## config.mk

```make
export PLATFORM = sky130hd
export DESIGN_NAME = rotated_region_coordinate_scan
export DESIGN_NICKNAME = d
export VERILOG_FILES = /design/src/hw/rtl/rrcs_pkg.sv /design/src/hw/rtl/rotated_region_coordinate_scan.sv /design/src/hw/rtl/rrcs_sequencer.sv /design/src/hw/rtl/rrcs_datapath.sv
export VERILOG_INCLUDE_DIRS = /design/src /design/src/hw/rtl
export SDC_FILE = /design/constraint.sdc
export NUM_CORES = 1
export LEC_CHECK = 0
export BUFFER_PORTS_ARGS = -buffer_cell sky130_fd_sc_hd__buf_4
export CORE_ASPECT_RATIO = 1.2
export CORE_UTILIZATION = 40
export DETAILED_ROUTE_END_ITERATION = 7
export PLACE_DENSITY = 0.73
export SLEW_MARGIN = 20
export SYNTH_ARGS = -nofsm -noshare
export SYNTH_HDL_FRONTEND = slang
export SYNTH_SLANG_ARGS = --single-unit
```

## constraint.sdc

```tcl
create_clock -name i_clk -period 4.7 [get_ports i_clk]
set_input_delay 0.94 -clock i_clk [delete_from_list [all_inputs] [get_ports i_clk]]
set_output_delay 0.94 -clock i_clk [all_outputs]
set_load 0.03 [all_outputs]
```

## src/hw/rtl/rotated_region_coordinate_scan_defines.svh

```systemverilog
// ---------------------------------------------------------------------------
// rotated region coordinate scan: assertion macros
// shared property forms for the top block, which checks its own control
// ---------------------------------------------------------------------------
`ifndef ROTATED_REGION_COORDINATE_SCAN_DEFINES_SVH
`define ROTATED_REGION_COORDINATE_SCAN_DEFINES_SVH

// consequent must hold in the same cycle as the antecedent
`define RRCS_ASSERT_NOW(lbl, ante, cons, msg) \
    lbl: assert property (@(posedge i_clk) disable iff (!i_rst_n) (ante) |-> (cons)) \
        else $error(msg);

// consequent must hold in the cycle after the antecedent
`define RRCS_ASSERT_NEXT(lbl, ante, cons, msg) \
    lbl: assert property (@(posedge i_clk) disable iff (!i_rst_n) (ante) |=> (cons)) \
        else $error(msg);

`endif

```

## src/hw/rtl/rrcs_pkg.sv

```systemverilog
`timescale 1ns / 1ps
// ---------------------------------------------------------------------------
// rrcs_pkg
// types, register indexes and the sequencer program of the coordinate scan
// ---------------------------------------------------------------------------
package rrcs_pkg;

    localparam int MAX_SIDE_DEF   = 8;
    localparam int COORD_BITS_DEF = 16;

    localparam int FIELD_BITS = 16;
    localparam int SIZE_BITS  = 4;
    localparam int CFG_IDX_BITS = 3;
    localparam int PC_BITS = 2;

    typedef enum logic [CFG_IDX_BITS-1:0] {
        CFG_ORIGIN_X = 3'd0,
        CFG_ORIGIN_Y = 3'd1,
        CFG_ROTATION = 3'd2,
        CFG_FLIP_H   = 3'd3,
        CFG_FLIP_V   = 3'd4
    } t_cfg_idx;

    typedef enum logic [1:0] {
        ROT_0   = 2'd0,
        ROT_90  = 2'd1,
        ROT_180 = 2'd2,
        ROT_270 = 2'd3
    } t_rot;

    typedef struct packed {
        logic signed [FIELD_BITS-1:0] origin_x;
        logic signed [FIELD_BITS-1:0] origin_y;
        t_rot                         rotation;
        logic                         flip_h;
        logic                         flip_v;
    } t_cfg;

    typedef struct packed {
        logic signed [FIELD_BITS-1:0] start_x;
        logic signed [FIELD_BITS-1:0] start_y;
        logic [SIZE_BITS-1:0]         width;
        logic [SIZE_BITS-1:0]         height;
    } t_in_item;

    typedef struct packed {
        logic signed [FIELD_BITS-1:0] sample_x;
        logic signed [FIELD_BITS-1:0] sample_y;
        logic signed [FIELD_BITS-1:0] map_x;
        logic signed [FIELD_BITS-1:0] map_y;
        logic                         last;
    } t_out_item;

    // jump conditions of the program
    typedef enum logic [1:0] {
        COND_ALWAYS  = 2'd0,
        COND_NO_WORK = 2'd1,
        COND_MORE    = 2'd2
    } t_cond;

    // one control word: datapath strobes plus a conditional jump
    typedef struct packed {
        logic               accept;
        logic               emit;
        t_cond              cond;
        logic [PC_BITS-1:0] target;
    } t_uop;

    localparam logic [PC_BITS-1:0] STEP_FETCH = 2'd0;
    localparam logic [PC_BITS-1:0] STEP_SCAN  = 2'd1;
    localparam logic [PC_BITS-1:0] STEP_DONE  = 2'd2;
    localparam logic [PC_BITS-1:0] STEP_SPARE = 2'd3;

    localparam t_uop UCODE [2**PC_BITS] = '{
        '{accept: 1'b1, emit: 1'b0, cond: COND_NO_WORK, target: STEP_FETCH},
        '{accept: 1'b0, emit: 1'b1, cond: COND_MORE,    target: STEP_SCAN},
        '{accept: 1'b0, emit: 1'b0, cond: COND_ALWAYS,  target: STEP_FETCH},
        '{accept: 1'b0, emit: 1'b0, cond: COND_ALWAYS,  target: STEP_FETCH}
    };

    // strobes from sequencer to datapath
    typedef struct packed {
        logic accept;
        logic emit;
    } t_ctl;

    // status from datapath to sequencer
    typedef struct packed {
        logic work_taken;
        logic emit_fire;
        logic last_cell;
    } t_sts;

endpackage

```

## src/hw/rtl/rotated_region_coordinate_scan.sv

```systemverilog
`timescale 1ns / 1ps
// ---------------------------------------------------------------------------
// rotated_region_coordinate_scan
// rotated blit address generator: source and map coordinates of a rectangle
// ---------------------------------------------------------------------------
// A request names a source rectangle (top-left cell, width, height, sides
// above MAX_SIDE saturate). The block walks it row by row, left to right,
// and for every cell transfers the source coordinate and the map coordinate
// given by the programmed origin, quarter-turn rotation and mirror flags,
// with last set on the final cell. A small control rom steps a counter
// through accept, scan and wrap-up; the scan step produces one cell per
// cycle while the output register is free, and an empty request leaves
// the input open. Coordinates wrap at COORD_BITS. Registers must be
// written by the user through the plain write port only while the block
// is idle; the block itself does not enforce this.
// ---------------------------------------------------------------------------
module rotated_region_coordinate_scan #(
    parameter int MAX_SIDE   = rrcs_pkg::MAX_SIDE_DEF,
    parameter int COORD_BITS = rrcs_pkg::COORD_BITS_DEF
) (
    input  logic                                i_clk,
    input  logic                                i_rst_n,
    input  logic                                i_in_valid,
    output logic                                o_in_ready,
    input  rrcs_pkg::t_in_item                  i_in_data,
    output logic                                o_out_valid,
    input  logic                                i_out_ready,
    output rrcs_pkg::t_out_item                 o_out_data,
    input  logic                                i_cfg_we,
    input  logic [rrcs_pkg::CFG_IDX_BITS-1:0]   i_cfg_index,
    input  logic [rrcs_pkg::FIELD_BITS-1:0]     i_cfg_data
);

    `include "rotated_region_coordinate_scan_defines.svh"

    rrcs_pkg::t_cfg r_cfg;
    rrcs_pkg::t_ctl w_ctl;
    rrcs_pkg::t_sts w_sts;

    always_ff @(posedge i_clk) begin
        if (!i_rst_n) begin
            r_cfg <= '0;
        end else if (i_cfg_we) begin
            unique case (rrcs_pkg::t_cfg_idx'(i_cfg_index))
                rrcs_pkg::CFG_ORIGIN_X: r_cfg.origin_x <= i_cfg_data;
                rrcs_pkg::CFG_ORIGIN_Y: r_cfg.origin_y <= i_cfg_data;
                rrcs_pkg::CFG_ROTATION: r_cfg.rotation <= rrcs_pkg::t_rot'(i_cfg_data[1:0]);
                rrcs_pkg::CFG_FLIP_H:   r_cfg.flip_h   <= i_cfg_data[0];
                rrcs_pkg::CFG_FLIP_V:   r_cfg.flip_v   <= i_cfg_data[0];
                default:                r_cfg          <= r_cfg;
            endcase
        end
    end

    rrcs_sequencer u_seq (
        .i_clk   (i_clk),
        .i_rst_n (i_rst_n),
        .i_sts   (w_sts),
        .o_ctl   (w_ctl)
    );

    rrcs_datapath #(
        .MAX_SIDE   (MAX_SIDE),
        .COORD_BITS (COORD_BITS)
    ) u_dp (
        .i_clk       (i_clk),
        .i_rst_n     (i_rst_n),
        .i_ctl       (w_ctl),
        .o_sts       (w_sts),
        .i_cfg       (r_cfg),
        .i_in_valid  (i_in_valid),
        .i_in_data   (i_in_data),
        .o_out_valid (o_out_valid),
        .i_out_ready (i_out_ready),
        .o_out_data  (o_out_data)
    );

    assign o_in_ready = w_ctl.accept;

    // an empty rectangle leaves the block ready for the next request
    `RRCS_ASSERT_NEXT(a_empty_stays_ready,
        i_in_valid && o_in_ready && ((i_in_data.width == '0) || (i_in_data.height == '0)),
        o_in_ready, "empty request did not return to accept")

    // a real rectangle closes the input until its cells are out
    `RRCS_ASSERT_NEXT(a_work_blocks_input,
        w_sts.work_taken, !o_in_ready, "input still open after a rectangle was taken")

    // a pending cell that is not the last one means the scan is still running
    `RRCS_ASSERT_NOW(a_mid_scan_not_ready,
        o_out_valid && !o_out_data.last, !o_in_ready, "input open in the middle of a scan")

endmodule

```

## src/hw/rtl/rrcs_sequencer.sv

```systemverilog
`timescale 1ns / 1ps
// ---------------------------------------------------------------------------
// rrcs_sequencer
// step counter over the control rom with conditional jumps
// ---------------------------------------------------------------------------
module rrcs_sequencer (
    input  logic           i_clk,
    input  logic           i_rst_n,
    input  rrcs_pkg::t_sts i_sts,
    output rrcs_pkg::t_ctl o_ctl
);

    logic [rrcs_pkg::PC_BITS-1:0] r_pc;
    logic [rrcs_pkg::PC_BITS-1:0] n_pc;
    rrcs_pkg::t_uop               w_uop;
    logic                         w_jump;

    assign w_uop = rrcs_pkg::UCODE[r_pc];

    always_comb begin
        unique case (w_uop.cond)
            rrcs_pkg::COND_ALWAYS:  w_jump = 1'b1;
            rrcs_pkg::COND_NO_WORK: w_jump = !i_sts.work_taken;
            rrcs_pkg::COND_MORE:    w_jump = !(i_sts.emit_fire && i_sts.last_cell);
            default:                w_jump = 1'b1;
        endcase
    end

    assign n_pc = w_jump ? w_uop.target : r_pc + rrcs_pkg::PC_BITS'(1);

    always_ff @(posedge i_clk) begin
        if (!i_rst_n) begin
            r_pc <= rrcs_pkg::STEP_FETCH;
        end else begin
            r_pc <= n_pc;
        end
    end

    assign o_ctl.accept = w_uop.accept;
    assign o_ctl.emit   = w_uop.emit;

endmodule

```

## src/hw/rtl/rrcs_datapath.sv

```systemverilog
`timescale 1ns / 1ps
// ---------------------------------------------------------------------------
// rrcs_datapath
// scan counters, source coordinates, transform and the output register
// ---------------------------------------------------------------------------
module rrcs_datapath #(
    parameter int MAX_SIDE   = rrcs_pkg::MAX_SIDE_DEF,
    parameter int COORD_BITS = rrcs_pkg::COORD_BITS_DEF
) (
    input  logic                i_clk,
    input  logic                i_rst_n,
    input  rrcs_pkg::t_ctl      i_ctl,
    output rrcs_pkg::t_sts      o_sts,
    input  rrcs_pkg::t_cfg      i_cfg,
    input  logic                i_in_valid,
    input  rrcs_pkg::t_in_item  i_in_data,
    output logic                o_out_valid,
    input  logic                i_out_ready,
    output rrcs_pkg::t_out_item o_out_data
);

    localparam int IDX_BITS = (MAX_SIDE > 1) ? $clog2(MAX_SIDE) : 1;
    localparam int FB = rrcs_pkg::FIELD_BITS;
    localparam int SB = rrcs_pkg::SIZE_BITS;
    localparam int XB = COORD_BITS + FB;

    logic [COORD_BITS-1:0] r_row_x;
    logic [COORD_BITS-1:0] r_cur_x;
    logic [COORD_BITS-1:0] r_cur_y;
    logic [IDX_BITS-1:0]   r_col;
    logic [IDX_BITS-1:0]   r_row;
    logic [IDX_BITS-1:0]   r_col_end;
    logic [IDX_BITS-1:0]   r_row_end;
    logic                  r_out_valid;
    rrcs_pkg::t_out_item   r_out;

    logic [SB-1:0]         w_w_sat;
    logic [SB-1:0]         w_h_sat;
    logic [SB-1:0]         w_w_m1;
    logic [SB-1:0]         w_h_m1;
    logic                  w_in_fire;
    logic                  w_slot_free;
    logic                  w_emit_fire;
    logic                  w_row_end;
    logic                  w_last;
    logic [XB-1:0]         w_sx_ext;
    logic [XB-1:0]         w_sy_ext;
    logic [XB-1:0]         w_ox_ext;
    logic [XB-1:0]         w_oy_ext;
    logic [COORD_BITS-1:0] w_org_x;
    logic [COORD_BITS-1:0] w_org_y;
    logic [COORD_BITS-1:0] w_fx;
    logic [COORD_BITS-1:0] w_fy;
    logic [COORD_BITS-1:0] w_map_x;
    logic [COORD_BITS-1:0] w_map_y;
    logic [XB-1:0]         w_smp_x_wide;
    logic [XB-1:0]         w_smp_y_wide;
    logic [XB-1:0]         w_map_x_wide;
    logic [XB-1:0]         w_map_y_wide;

    // oversized sides saturate
    assign w_w_sat = (i_in_data.width  > SB'(MAX_SIDE)) ? SB'(MAX_SIDE) : i_in_data.width;
    assign w_h_sat = (i_in_data.height > SB'(MAX_SIDE)) ? SB'(MAX_SIDE) : i_in_data.height;
    assign w_w_m1  = w_w_sat - SB'(1);
    assign w_h_m1  = w_h_sat - SB'(1);

    assign w_in_fire   = i_in_valid && i_ctl.accept;
    assign w_slot_free = !r_out_valid || i_out_ready;
    assign w_emit_fire = i_ctl.emit && w_slot_free;
    assign w_row_end   = (r_col == r_col_end);
    assign w_last      = w_row_end && (r_row == r_row_end);

    assign o_sts.work_taken = w_in_fire && (w_w_sat != '0) && (w_h_sat != '0);
    assign o_sts.emit_fire  = w_emit_fire;
    assign o_sts.last_cell  = w_last;

    // 16-bit fields into the coordinate width, sign extended or cut
    assign w_sx_ext = {{COORD_BITS{i_in_data.start_x[FB-1]}}, i_in_data.start_x};
    assign w_sy_ext = {{COORD_BITS{i_in_data.start_y[FB-1]}}, i_in_data.start_y};
    assign w_ox_ext = {{COORD_BITS{i_cfg.origin_x[FB-1]}}, i_cfg.origin_x};
    assign w_oy_ext = {{COORD_BITS{i_cfg.origin_y[FB-1]}}, i_cfg.origin_y};
    assign w_org_x  = w_ox_ext[COORD_BITS-1:0];
    assign w_org_y  = w_oy_ext[COORD_BITS-1:0];

    // mirror, then rotate about the origin
    assign w_fx = i_cfg.flip_h ? (COORD_BITS'(0) - r_cur_x) : r_cur_x;
    assign w_fy = i_cfg.flip_v ? (COORD_BITS'(0) - r_cur_y) : r_cur_y;

    always_comb begin
        unique case (i_cfg.rotation)
            rrcs_pkg::ROT_0: begin
                w_map_x = w_org_x + w_fx;
                w_map_y = w_org_y + w_fy;
            end
            rrcs_pkg::ROT_90: begin
                w_map_x = w_org_x - w_fy;
                w_map_y = w_org_y + w_fx;
            end
            rrcs_pkg::ROT_180: begin
                w_map_x = w_org_x - w_fx;
                w_map_y = w_org_y - w_fy;
            end
            default: begin
                w_map_x = w_org_x + w_fy;
                w_map_y = w_org_y - w_fx;
            end
        endcase
    end

    // coordinate width back to the 16-bit fields, zero filled when narrower
    assign w_smp_x_wide = {{FB{1'b0}}, r_cur_x};
    assign w_smp_y_wide = {{FB{1'b0}}, r_cur_y};
    assign w_map_x_wide = {{FB{1'b0}}, w_map_x};
    assign w_map_y_wide = {{FB{1'b0}}, w_map_y};

    always_ff @(posedge i_clk) begin
        if (w_in_fire) begin
            r_row_x   <= w_sx_ext[COORD_BITS-1:0];
            r_cur_x   <= w_sx_ext[COORD_BITS-1:0];
            r_cur_y   <= w_sy_ext[COORD_BITS-1:0];
            r_col     <= '0;
            r_row     <= '0;
            r_col_end <= w_w_m1[IDX_BITS-1:0];
            r_row_end <= w_h_m1[IDX_BITS-1:0];
        end else if (w_emit_fire) begin
            if (w_row_end) begin
                r_col   <= '0;
                r_row   <= r_row + IDX_BITS'(1);
                r_cur_x <= r_row_x;
                r_cur_y <= r_cur_y + COORD_BITS'(1);
            end else begin
                r_col   <= r_col + IDX_BITS'(1);
                r_cur_x <= r_cur_x + COORD_BITS'(1);
            end
        end
    end

    always_ff @(posedge i_clk) begin
        if (w_emit_fire) begin
            r_out.sample_x <= w_smp_x_wide[FB-1:0];
            r_out.sample_y <= w_smp_y_wide[FB-1:0];
            r_out.map_x    <= w_map_x_wide[FB-1:0];
            r_out.map_y    <= w_map_y_wide[FB-1:0];
            r_out.last     <= w_last;
        end
    end

    always_ff @(posedge i_clk) begin
        if (!i_rst_n) begin
            r_out_valid <= 1'b0;
        end else if (w_emit_fire) begin
            r_out_valid <= 1'b1;
        end else if (i_out_ready) begin
            r_out_valid <= 1'b0;
        end
    end

    assign o_out_valid = r_out_valid;
    assign o_out_data  = r_out;

endmodule
```

# Yosys cells after proc, flatten, opt, wreduce, memory -nomap -nowiden

Cells that the tools add are included.

$add $sub $neg: 17
$lt $le $gt $ge: 3
Equal/unequal tests: 10
Multiplexer cells: 20
Bitwise logic cells: 1
Reductions and logical operators: 24

Operators by type and width:

| operator                                                 | number |
|---|---|
| 2-to-1 mux 16 bit                                        | 8 |
| one-hot mux 16 bit (3 select lines)                      | 2 |
| adder 16 bit                                             | 4 |
| subtractor 16 bit                                        | 4 |
| adder 16 x 1 -> 16 bit, second input constant            | 2 |
| subtractor 1 x 16 -> 16 bit, first input constant        | 2 |
| AND reduction 2 bit                                      | 7 |
| binary-select mux 6 bit (select 2 bit)                   | 1 |
| 2-to-1 mux 6 bit                                         | 2 |
| greater-than comparator 4 bit, second input constant     | 2 |
| 2-to-1 mux 4 bit                                         | 2 |
| nonzero test 4 bit                                       | 2 |
| adder 3 x 1 -> 3 bit, second input constant              | 2 |
| == test 3 x 2 -> 1 bit, second input constant            | 2 |
| == test 3 bit                                            | 2 |
| logical AND 1 bit                                        | 6 |
| nonzero test 2 bit                                       | 3 |
| subtractor 3 x 1 -> 3 bit, second input constant         | 2 |
| == test 2 x 1 -> 1 bit, second input constant            | 2 |
| == test 2 bit, second input constant                     | 2 |
| == test 3 x 1 -> 1 bit, second input constant            | 1 |
| == test 3 bit, second input constant                     | 1 |
| greater-or-equal comparator 3 bit, second input constant | 1 |
| zero test 1 bit                                          | 3 |
| 9 further kinds                                          | 10 |

Bits in registers: 164
Output and inout bits: 67

# Logic depth before layout (Yosys ltp)

Word-level depth: 10
Depth in mapped cells: 20
Depth with buffers taken out: 19

# Hierarchy

A second synthesis with hierarchy kept.

Cell total of the unflattened synthesis: 1,020
Area, all modules: 10,098.4 sq um

Modules (own cells, without submodules):

| module                         | times used | cells each | area each (sq um) | seq. area each (sq um) |
|---|---|---|---|---|
| rrcs_datapath                  | 1          | 864        | 8,523.2           | 3,713.6 |
| rotated_region_coordinate_scan | 1          | 139        | 1,420.1           | 720.7 |
| rrcs_sequencer                 | 1          | 17         | 155.1             | 40.0 |

# Least setup slack after synthesis

OpenSTA, ideal clock, no wires.

Kind: reg-to-reg
From: register u_dp.r_cur_x[0]
To: register u_dp.r_out (netlist bit u_dp.o_out_data[16]), data pin
Library setup time: 268 ps
Data arrival time: 4,305 ps
Slack: 127 ps
Cell stages (with the launch flop): 20
Buffers on the path: 1
Clock period less this slack: 4,573 ps
Cells stage by stage: edfxtp_1 > buf_1 > inv_1 > ha_1 > or3b_2 > a211oi_1 > nand4_1 > nor4_2 > nor3_1 > a21oi_1 > a2bb2oi_1 > o21ai_0 > ha_1 > o21ai_0 > nand2b_1 > a21oi_1 > a21oi_1 > a31oi_1 > a211o_1 > xnor3_1

Cells in the longest elaborated chain, start to end: 4
Elaborated cells on any way between the ends: 5
Those cells by class: add/sub: 3; mux: 2

Ends and longest elaborated chain:

| element                                           | line                                      | RTL |
|---|---|---|
| start, declared                                   | rrcs_datapath.sv:28                       | `logic [COORD_BITS-1:0] r_cur_x;` |
| start signal, assigned                            | rrcs_datapath.sv:119                      | `r_cur_x <= w_sx_ext[COORD_BITS-1:0];` |
| start signal, assigned                            | rrcs_datapath.sv:129                      | `r_cur_x <= r_row_x;` |
| start signal, assigned                            | rrcs_datapath.sv:133                      | `r_cur_x <= r_cur_x + COORD_BITS'(1);` |
| subtractor 1 x 16 -> 16 bit                       | rrcs_datapath.sv:86                       | `assign w_fx = i_cfg.flip_h ? (COORD_BITS'(0) - r_cur_x) : r_cur_x;` |
| 2-to-1 mux 16 bit (*)                             | rrcs_datapath.sv:86                       |  |
| subtractor 16 bit or adder 16 bit (tied branches) | rrcs_datapath.sv:105, rrcs_datapath.sv:97 |  |
| one-hot mux 16 bit (3 select lines) (*)           | rrcs_datapath.sv:90                       | `unique case (i_cfg.rotation)` |
| net u_dp.w_map_y[15]                              | rrcs_datapath.sv:55                       | `logic [COORD_BITS-1:0] w_map_y;` |
| end, declared                                     | rrcs_datapath.sv:35                       | `rrcs_pkg::t_out_item r_out;` |

Mark *: on every way through the listed nets, which the timed path passes. The rest lies on a longest branch.
A chain may end at the register's enable or synchronous reset.

# Final worst setup path

From: register u_dp.r_cur_y[0]
To: register u_dp.r_out (netlist bit u_dp.o_out_data[16]), data pin

Cells in the longest elaborated chain, start to end: 4
Elaborated cells on any way between the ends: 5
Those cells by class: add/sub: 3; mux: 2

Ends and longest elaborated chain:

| element                                           | line                                      | RTL |
|---|---|---|
| start, declared                                   | rrcs_datapath.sv:29                       | `logic [COORD_BITS-1:0] r_cur_y;` |
| start signal, assigned                            | rrcs_datapath.sv:120                      | `r_cur_y <= w_sy_ext[COORD_BITS-1:0];` |
| start signal, assigned                            | rrcs_datapath.sv:130                      | `r_cur_y <= r_cur_y + COORD_BITS'(1);` |
| subtractor 1 x 16 -> 16 bit                       | rrcs_datapath.sv:87                       | `assign w_fy = i_cfg.flip_v ? (COORD_BITS'(0) - r_cur_y) : r_cur_y;` |
| 2-to-1 mux 16 bit (*)                             | rrcs_datapath.sv:87                       |  |
| subtractor 16 bit or adder 16 bit (tied branches) | rrcs_datapath.sv:101, rrcs_datapath.sv:93 |  |
| one-hot mux 16 bit (3 select lines) (*)           | rrcs_datapath.sv:90                       |  |
| net u_dp.w_map_y[15]                              | rrcs_datapath.sv:55                       |  |

Marked as above.

==> flow_summary.ini <==
[floorplanning]
die_w_um = 147.4
die_h_um = 176.5
placementRows = 63
dieArea_sq_um = 26030
start_util = 0.4089
core_area_sq_um = 24830
pin_count = 131

[setup_path]
path_class = flop to flop
critPathTopFamily = compound AO/OA/AOI/OAI gates
critPathMaxFanout = 8
crit_path_top_delay_cell = or4b_1
cp.arrival_ns = 4.59
crit_required_ns = 4.87
cpMostUsedCell = a21oi_1
critPathBufInv = 2
crit_path_end_kind = flop
critPathMaxStageDelay_ns = 0.59
worstSetupStartpointType = flop
path_cells = inv_1 -> ha_2 -> or4b_1 -> nor4_1 -> o211ai_1 -> a2111oi_2 -> buf_4 -> a21oi_1 -> xnor2_1 -> nor2_1 -> a21oi_1 -> ha_1 -> and3_1 -> a31oi_1 -> a211o_1 -> xnor3_1

[global_route]
grt_max_degree = 69
grt_pass1_vias = 7790
overflow = 0
grt_pass1_wl_um = 39100
grtUsageMet3 = 0.02920
globalRoute.busiestLayer = met2
globalRouteMet2Util = 0.3268
use_met1 = 0.2417
antenna_found_initial = 0
grt_usage = 0.1905

[synthesis]
synthesis.nets = 1187
ys_ff_latch = 164
synth-edff-count = 119
yosysSeqAreaShare = 0.4407
synth_area_leaders = edfxtp_1, dfxtp_1, xnor2_1, nand2_1, xor2_1
synth_common_cells = nand2_1, edfxtp_1, nor2_1
synth_top_area_frac = 0.3519
synthArstFlopShare = 0
yosysMostFrequentCell = nand2_1
ys_warn_count = 0
synth-main-ff-cell = edfxtp_1
synth_area_sq_um = 10150
yosys.area.top_type = edfxtp_1
synthCells = 1080
avgSynthCellArea_sq_um = 9.401
ys_types = 69

[power_and_ir_drop]
leakage_nw = 4.608
finalPower_mw = 4.761
powerDensity_nw_per_um2 = 392.3
peakVddDrop_v = 0.0002420

[sta]
grt_setup_unrepaired = false
finalSetupTns_ns = 0
skew_ns = 0.01296
finalWorstSetupSlack_ns = 0.2804
finalCriticalPeriod_ns = 4.420
hold_viol = 0
fmax_mhz = 226.3
maxSlewViolCount = 0
post-route-period-util = 0.9403
slew_headroom = 0.3094
setup_viol = 0
whs_ns = 0.4656
worstMarginPinSlew_ns = 1.032

[clock_network]
clock_sinks = 164
cts_buffers = 17
cts_max_path_buffers = 2
tritoncts = done
path_clk_slew_ns = 0.06
root_buffer = clkbuf_16
ctsHtreeMaxLevel = 4
clk_latency_ns = 0.44

[route]
ant_nets = 0
routed_wl_um = 24580
viasPerCell = 5.321
drc = 0
routedWlPerCell_um = 15.99
dr.pass1.iters = 5
first_iter_violations = 489
vias = 8179

[layout]
nets = 1305
area_growth_pct = 19.51
fillCellCount = 2324
drive_above_1_share = 0.1841

[min_path]
min_path_type = flop to flop

[job]
drv_cap = 0

[place]
hpwl_um = 18170
place_ws_ns = 0.1473
place.gp.congestion = 0.9020
port-buffer-count = 130

[status]
status = completed
kinds of logic (layout without fill, tap and decap cells):
family / count (synthesis) / count (layout) / share of synthesized area
simple gates: 381 / 381 / 0.1802
compound gates: 249 / 249 / 0.1538
flops: 164 / 164 / 0.4407
xor+xnor: 128 / 128 / 0.1131
buf+inv: 95 / 226 / 0.03771
fa+ha+maj: 43 / 43 / 0.05447
mux: 20 / 20 / 0.02009
other cells: 0 / 1 / 0
power by group:
part           switching (mW)  internal, mW  leakage [nW]  total [mW]
Clock                   0.601         0.735         0.271        1.34
Combinational           0.900         0.591          2.84        1.49
Sequential              0.140          1.79          1.49        1.93
Total                    1.64          3.12          4.61        4.76
metal layers:
layer | routed length [um] | up-vias
met5 | 0 | -
met4 | 427 | 0
met3 | 1118 | 28
met2 | 12170 | 222
met1 | 10870 | 3851
li1 | - | 4078
sequential cells by signal, indices dropped and copies added (netlist names):
register	cells
u_dp.o_out_valid	1
u_dp.r_cur_y	16
u_dp.r_row_x	16
r_cfg	36
u_dp.o_out_data	65
u_dp.r_row	3
u_seq.r_pc	2
u_dp.r_col	3
u_dp.r_cur_x	16
u_dp.r_row_end	3
u_dp.r_col_end	3
worst reg2reg max path, delay by kind of cell (launching register included):
kind,cells,cell delay (ns)
xor gates and xnor gates,2,0.44
adders and majority gates,2,0.64
DFF,1,0.39
and+or+nand+nor,4,1.14
buffers and inverters,2,0.33
AOI/OAI and AO/OA,6,1.21
metrics by stage:
stage,cell area [sq um],std cells,util
after floorplan,10150,1080,-
after global placement,11500,1500,0.4631
after detailed placement,11500,1500,0.4631
after CTS,12060,1532,0.4856
after global routing,12130,1536,0.4886
final,12130,1537,0.4887
worst paths after layout:
kind,start,endpoint,slack [ns],cells after the start
setup / recovery,u_dp.r_cur_y[0],u_dp.o_out_data[16],0.28,16
hold / removal,r_cfg[4],r_cfg[4],0.47,2
setup reg to reg,u_dp.r_cur_y[0],u_dp.o_out_data[16],0.28,16
hold reg to reg,r_cfg[4],r_cfg[4],0.47,2
cell usage in the layout, fill, tap and decap left out, types with 4 or more instances in the layout:
cell / Yosys / final
o21ai_1: 5 / 5
inv_1: 28 / 26
and3_1: 10 / 10
xnor2_1: 67 / 67
a21o_1: 8 / 8
nand2_1: 144 / 144
clkbuf_16: 0 / 17
a21oi_1: 68 / 68
nand3_1: 27 / 27
nor2_1: 91 / 91
nor2b_1: 20 / 19
ha_1: 41 / 39
dfxtp_1: 45 / 45
nand4_1: 11 / 11
and2_1: 5 / 5
buf_4: 0 / 165
o31ai_1: 10 / 9
edfxtp_1: 119 / 119
nor4_1: 5 / 5
inv_6: 0 / 4
xor2_1: 59 / 58
a21boi_0: 33 / 33
mux2i_1: 17 / 17
nor3_1: 14 / 13
o41ai_1: 4 / 4
or3_1: 9 / 9
a31oi_1: 15 / 15
a41oi_1: 6 / 5
nand2b_1: 12 / 12
o21a_1: 7 / 7
o21ai_0: 64 / 64
or2_2: 6 / 6
or4_1: 7 / 7
area by class of cell:
| cell class | instances | area, sq um | area share |
|---|---|---|---|
| clock inverter | 14 | 127.6 | 0.01052 |
| inverter | 29 | 108.9 | 0.008971 |
| clock buffer | 18 | 429.2 | 0.03537 |
| sequential | 164 | 4474 | 0.3687 |
| timing repair buffer | 165 | 1239 | 0.1021 |
| antenna | 1 | 2.502 | 0.0002062 |
| tap | 325 | 406.6 | 0.03351 |
| multi-input combinational | 821 | 5346 | 0.4406 |
timing repair:
item                       CTS  global route
setup buffers                0             4
setup endpoints to repair    0             4
gates resized for setup      0            10
hold buffers                 0             0
No activity file was read; power rests on OpenSTA's default activity.
